<file path="config.mk">
export PLATFORM = sky130hd
export DESIGN_NAME = gbm_cell
export DESIGN_NICKNAME = d
export VERILOG_FILES = /design/src/rtl/gbm_pkg.sv /design/src/rtl/gbm_cell.sv
export SDC_FILE = /design/constraint.sdc
export NUM_CORES = 1
export LEC_CHECK = 0
export BUFFER_PORTS_ARGS = -buffer_cell sky130_fd_sc_hd__buf_2
export CAP_MARGIN = 20
export CORE_MARGIN = 2
export CORE_UTILIZATION = 25
export CTS_CLUSTER_SIZE = 30
export DETAILED_ROUTE_END_ITERATION = 6
export PLACE_DENSITY = 0.54
export SYNTH_ARGS = -nofsm -noshare
export SYNTH_HDL_FRONTEND = slang
export SYNTH_SLANG_ARGS = --single-unit
</file>
<file path="constraint.sdc">
create_clock -name i_clk -period 32.6 [get_ports i_clk]
set_input_delay 4.89 -clock i_clk [delete_from_list [all_inputs] [get_ports i_clk]]
set_output_delay 4.89 -clock i_clk [all_outputs]
set_load 0.01 [all_outputs]
</file>
<file path="src/rtl/gbm_pkg.sv">
// Shared types, constants and helpers of the greedy box merge block.
package gbm_pkg;

    // Coordinate and extent widths follow the fixed payload fields
    localparam int COORD_BITS   = 12;
    localparam int EXT_BITS     = COORD_BITS + 1;
    localparam int MAX_BOXES_DF = 32;

    // Configuration port
    localparam int CFG_ADDR_BITS = 3;
    localparam int CFG_DATA_BITS = 32;
    localparam logic REG_MERGE_DISTANCE = 1'b0;

    localparam logic [EXT_BITS-1:0] EXT_MAX = EXT_BITS'(1) << COORD_BITS;

    typedef enum logic [1:0] {
        ST_LOAD,
        ST_WAIT,
        ST_DRAIN
    } t_gbm_state;

    typedef struct packed {
        logic [COORD_BITS-1:0] box_left;
        logic [COORD_BITS-1:0] box_top;
        logic [EXT_BITS-1:0]   box_width;
        logic [EXT_BITS-1:0]   box_height;
        logic                  final_box;
    } t_gbm_in;

    typedef struct packed {
        logic [COORD_BITS-1:0] out_left;
        logic [COORD_BITS-1:0] out_top;
        logic [EXT_BITS-1:0]   out_width;
        logic [EXT_BITS-1:0]   out_height;
        logic                  out_last;
        logic                  dropped_any;
    } t_gbm_out;

    typedef struct packed {
        logic [COORD_BITS-1:0] l;
        logic [COORD_BITS-1:0] t;
        logic [EXT_BITS-1:0]   w;
        logic [EXT_BITS-1:0]   h;
    } t_gbm_box;

    // One stored table entry
    typedef struct packed {
        logic     valid;
        t_gbm_box box;
    } t_gbm_entry;

    // Request moving down the chain; live until some cell absorbs it
    typedef struct packed {
        logic     valid;
        logic     live;
        logic     final_box;
        t_gbm_box box;
    } t_gbm_tok;

    // Clamp an extent to the largest legal size
    function automatic logic [EXT_BITS-1:0] gbm_sat(input logic [EXT_BITS-1:0] v);
        return (v > EXT_MAX) ? EXT_MAX : v;
    endfunction

endpackage

</file>
<file path="src/rtl/gbm_cell.sv">
// One table cell: holds a stored box, merges or absorbs a passing request.
module gbm_cell (
    input  logic                  i_clk,
    input  logic                  i_rst_n,
    input  logic [gbm_pkg::EXT_BITS-1:0] i_merge_distance,
    input  gbm_pkg::t_gbm_tok     i_tok,
    output gbm_pkg::t_gbm_tok     o_tok,
    input  logic                  i_shift,
    input  gbm_pkg::t_gbm_entry   i_neighbor,
    output gbm_pkg::t_gbm_entry   o_entry
);
    import gbm_pkg::*;

    t_gbm_entry r_entry, n_entry;
    t_gbm_tok   r_tok, n_tok;

    logic [COORD_BITS-1:0] dx, dy, lx, ty, ul, ut;
    logic [EXT_BITS-1:0]   e_r, e_b, b_r, b_b, rx, by, ur, ub;
    logic                  near, overlap, match, e_empty, b_empty;
    t_gbm_box              e, b, uni;

    assign e = r_entry.box;
    assign b = i_tok.box;

    // Match test: near corners or positive-area overlap
    always_comb begin
        dx   = (e.l > b.l) ? e.l - b.l : b.l - e.l;
        dy   = (e.t > b.t) ? e.t - b.t : b.t - e.t;
        near = ({1'b0, dx} < i_merge_distance) && ({1'b0, dy} < i_merge_distance);
        e_r  = {1'b0, e.l} + e.w;
        e_b  = {1'b0, e.t} + e.h;
        b_r  = {1'b0, b.l} + b.w;
        b_b  = {1'b0, b.t} + b.h;
        lx   = (e.l > b.l) ? e.l : b.l;
        ty   = (e.t > b.t) ? e.t : b.t;
        rx   = (e_r < b_r) ? e_r : b_r;
        by   = (e_b < b_b) ? e_b : b_b;
        overlap = (rx > {1'b0, lx}) && (by > {1'b0, ty});
        match   = near || overlap;
    end

    // Union of stored box and request, empty boxes handled apart
    always_comb begin
        e_empty = (e.w == '0) || (e.h == '0);
        b_empty = (b.w == '0) || (b.h == '0);
        ul = (e.l < b.l) ? e.l : b.l;
        ut = (e.t < b.t) ? e.t : b.t;
        ur = (e_r > b_r) ? e_r : b_r;
        ub = (e_b > b_b) ? e_b : b_b;
        if (e_empty) begin
            uni = b;
        end else if (b_empty) begin
            uni = e;
        end else begin
            uni.l = ul;
            uni.t = ut;
            uni.w = gbm_sat(ur - {1'b0, ul});
            uni.h = gbm_sat(ub - {1'b0, ut});
        end
    end

    // Shift toward the output on drain, otherwise serve the request
    always_comb begin
        n_entry = r_entry;
        n_tok   = i_tok;
        if (i_shift) begin
            n_entry = i_neighbor;
        end else if (i_tok.valid && i_tok.live) begin
            if (!r_entry.valid) begin
                n_entry.valid = 1'b1;
                n_entry.box   = b;
                n_tok.live    = 1'b0;
            end else if (match) begin
                n_entry.box = uni;
                n_tok.live  = 1'b0;
            end
        end
    end

    always_ff @(posedge i_clk) begin
        if (!i_rst_n) begin
            r_entry.valid <= 1'b0;
            r_tok.valid   <= 1'b0;
        end else begin
            r_entry.valid <= n_entry.valid;
            r_tok.valid   <= n_tok.valid;
        end
        r_entry.box     <= n_entry.box;
        r_tok.live      <= n_tok.live;
        r_tok.final_box <= n_tok.final_box;
        r_tok.box       <= n_tok.box;
    end

    assign o_tok   = r_tok;
    assign o_entry = r_entry;

endmodule

</file>
Word level (Yosys, flattened, before mapping)
Index checks and enable logic that the tools add are counted. W data, S select, Z words.

Add/subtract/negate cells: 10. $lt $le $gt $ge: 14. Reductions and logical operators: 12. Equal/unequal tests: 2. Muxes and demuxes: 22.

Operator list (count): $mux W50 (4); $mux W51 (2); $mux W13 (6); $mux W12 (6); $add A12 B13 Y13 (4); $logic_not A13 Y1 (4); $sub A12 B12 Y12 (4); $gt A13 B12 Y1 (2); $gt A13 B13 Y1 (2); $gt A13 B13 Y1 const B (2); $lt A12 B13 Y1 (2); $lt A13 B13 Y1 (2); $sub A13 B12 Y13 (2); $gt A12 B12 Y1 (2); $lt A12 B12 Y1 (2); $mux W1 (4); $ne A4 B4 Y1 const B (1); $logic_and A1 B1 Y1 (3); $logic_or A1 B1 Y1 (3); $ne A3 B2 Y1 const B (1); $reduce_and A3 Y1 (1); $reduce_bool A2 Y1 (1).

Bits of input ports: 120. Flip-flop bits (word level): 104.

Longest topological paths before layout
Word-level depth: 12. Mapped depth: 31. Mapped depth without buffers: 31.

Least setup slack after synthesis
No wires, ideal clock.

Kind: in2reg. Start: input port i_tok[14] in the netlist's numbering. End: register r_entry (netlist bit o_entry[0]), enable pin. Data required time: 32.068 ns. Setup slack: 18.952 ns. Arrival time: 13.116 ns. Library setup time: 0.532 ns. Stages on the path: 25. Cells stage by stage: ha_1 a21o_1 a21oi_1 o21ai_0 a31oi_1 nor2b_1 o21a_1 o41ai_1 xnor2_1 inv_1 ha_1 nand4_1 nor2_1 o21ai_0 o211ai_1 clkbuf_1 mux2_2 ha_1 and3_1 o21ai_0 a21oi_1 a211oi_1 o311ai_0 o2bb2ai_1 o31ai_1.

Longest elaborated chain between the ends: 8. Elaborated cells between the ends (all ways): 11.

RTL lines: from (decl) (RTL line gbm_cell.sv:6) `input gbm_pkg::t_gbm_tok i_tok,`; $add A12 B13 Y13 (RTL line gbm_cell.sv:32) `b_r = {1'b0, b.l} + b.w;`; $lt A13 B13 Y1 (RTL line gbm_cell.sv:36) `rx = (e_r < b_r) ? e_r : b_r;`; $mux W13 (RTL line gbm_cell.sv:36); $gt A13 B12 Y1 (RTL line gbm_cell.sv:38) `overlap = (rx > {1'b0, lx}) && (by > {1'b0, ty});`; $logic_and A1 B1 Y1 (RTL line gbm_cell.sv:38); $logic_or A1 B1 Y1 (RTL line gbm_cell.sv:39) `match = near || overlap;`; $ne A3 B2 Y1 (no source line); $reduce_and A3 Y1 (no source line) (*); to (decl) (RTL line gbm_cell.sv:14) `t_gbm_entry r_entry, n_entry;`.

Mark *: on every way between the ends. The rest lies on a longest branch, timed or not. A chain may end at the register's enable or synchronous reset.

==> metrics <==
outcome=finished, final reports clean; main combinational cell family by area after synthesis=compound AO/OA/AOI/OAI gates; post-CTS setup buffers=0; critical path peak fanout=19; post-route ant nets=0; Yosys reg bits=104; clock slew at reported path FFs=0.08 ns; Most used DFF post-synth=dfxtp_1; Final Hold Fails=0; Total Routed Length=46,500 µm; # IOs=224; xor and xnor area share after synthesis=5.72%; startpoint types=input port; met2 GRT Util=27.9%; synthesized cell area=11,800 µm²; area grow syn2layout=18.2%; cell taking the most area after synthesis=ha_1; layout cells sized above 1=18.5%; Crit Path Class=input port to register; Final min period=11.86 ns; gr ovfl total=0; Simple-Gate Fraction of Synth Area=14.4%; register area share after synthesis=22.0%; DRT Pass-1 Iters=5; vias per cell=5.13; power per cell area=119 nW/µm²; vias in the first global route=11,185; total track usage=18.7%; Avg Inst Size Synth=8.30 µm²; critical path's slowest cell=a32oi_1; Filler Cell Count=5,012; Synth area leaders=ha_1, edfxtp_1, dfxtp_1, a21oi_1, o21ai_0; RSZ-0062 raised after global routing=false; Pins Over Slew Limit=0; CTS sink count=104; total negative slack=0 ns; hold buffer count at CTS=0; post-CTS sizing=0; Remaining DRCs=0; first-pass GRT wire length=69,200 µm; number of I/O port buffers=223; fmax=0.0843 GHz; RePlAce Congestion=0.935; Cells after Synth=1,416; top post-synthesis cells by count=ha_1, a21oi_1, inv_1, o21ai_0, nand2_1; Final Setup Violations=0; CP endpoint kind=register; antenna violations before repair=0; Post-Syn Nets=1,736; die area=48,800 µm²; Rows=79; initial drt markers=826; ys async rst share=0%; worst-skew pair later-pin latency=0.41 ns; worst-case clock buffer depth=2; post-DR wirelength/cell=20.8 µm; Clock Skew=0.0185 ns; Die Y=221 µm; number of flops mapped to enable cells by yosys=50; met1 Track Usage GR=26.6%; cell leakage power=6.53 nW; worst path required time=32.72 ns; core footprint=46,500 µm²; largest net degree at the start of global routing=85; global-route met3 utilization=3.37%; Max-slew headroom=38.5%; worst vdd ir=0.0000508 V; YS warnings=0; Yosys top cell area share=20.2%; Hold WS=0.535 ns; CTS tree=done; Finished Core Util=29.9%; worst hold path class=register to register; Final Net Count=1,943; Slew @ Worst Pin=0.923 ns; Worst path max stage delay=0.48 ns; max_cap viols=0; CTS H-tree lvls=3; via count=11,481; post-synthesis mux area share=7.60%; Arr. time, crit path=11.98 ns; share of the clock period used by the worst path=36.4%; Initial Utilization=25.3%; Clock Tree Root=clkbuf_16; CTS Buf Count=9; die width=221 µm; DP HPWL=37,500 µm; Adder-Cell Fraction of Synth Area=21.9%; count of different cell masters after synthesis=74; Compound-Gate Fraction of Synth Area=23.0%; most common cell in the netlist=ha_1; gr busiest metal=met2; most frequent CP cell=o21ai_0
[per-layer routing]
layer | vias up | share of wire, %
met5 | - | 0
met3 | 70 | 5.2
li1 | 5577 | -
met1 | 5488 | 49
met2 | 346 | 43
met4 | 0 | 3.2
[state kept, by name, indices dropped and copies added, names as in the netlist]
register and count:
o_tok 53, o_entry 51
[cells in the final DEF, fill, tap and decap left out, types with 39 or more instances in the layout]
master and n:
nand2_1 114, a21oi_1 130, xnor2_1 50, ha_1 190, mux2i_1 60, buf_2 223, nor2_1 85, dfxtp_1 54
inv_1 125, o21ai_0 125, a21o_1 39, edfxtp_1 50
[power breakdown]
part	total (mW)	switching, mW	internal (mW)
sequential	0.215	0.0427	0.172
clock	0.122	0.0613	0.0606
combinational	1.32	0.776	0.548
total	1.66	0.880	0.780
[metrics by stage]
step	std cells	total power, mW	worst slack [ns]	instance area (µm²)
after CTS	2234	1.65	20.80	13900
after detailed placement	2218	1.51	20.36	13600
after global routing	2235	1.82	20.01	13900
after global placement	2218	1.50	20.43	13600
final	2236	1.66	20.74	13900
after floorplan	1416	1.17	18.95	11800
[cell type report]
class / count / area (µm²) / area share, %
Multi-Input combinational cell: 1146 / 8560 / 61.5
Sequential cell: 104 / 2580 / 18.6
Timing Repair Buffer: 236 / 1230 / 8.82
Tap cell: 607 / 759 / 5.46
Inverter: 126 / 473 / 3.40
Clock buffer: 9 / 225 / 1.62
Clock inverter: 7 / 78.8 / 0.567
Antenna cell: 1 / 2.50 / 0.0180
[worst paths after layout]
check / from / to / slack, ns / cells after the start
worst max-delay path: i_tok[1] / o_entry[2] / 20.74 / 33
worst min-delay path: o_entry[50] / o_tok[51] / 0.53 / 1
worst max register to register: o_entry[39] / o_entry[17] / 25.04 / 29
worst min register to register: o_entry[50] / o_tok[51] / 0.53 / 1
[critical path: cells and delay by family]
family | cells | cell delay (ns)
multiplexers | 1 | 0.35
XOR/XNOR | 2 | 0.46
AO/OA/AOI/OAI | 16 | 3.58
buffers and inverters | 6 | 0.98
AND/OR/NAND/NOR | 4 | 0.42
adder cells (fa/ha/maj) | 4 | 1.28
[cell families (layout without fill, tap and decap cells)]
logic type,Yosys count,count (layout)
compound gates,433,433
xor+xnor,76,76
fa+ha+maj,200,200
buf+inv,166,378
flops,104,104
mux,86,86
other cells,0,1
simple gates,351,351
(Power assumes the default switching activity.)
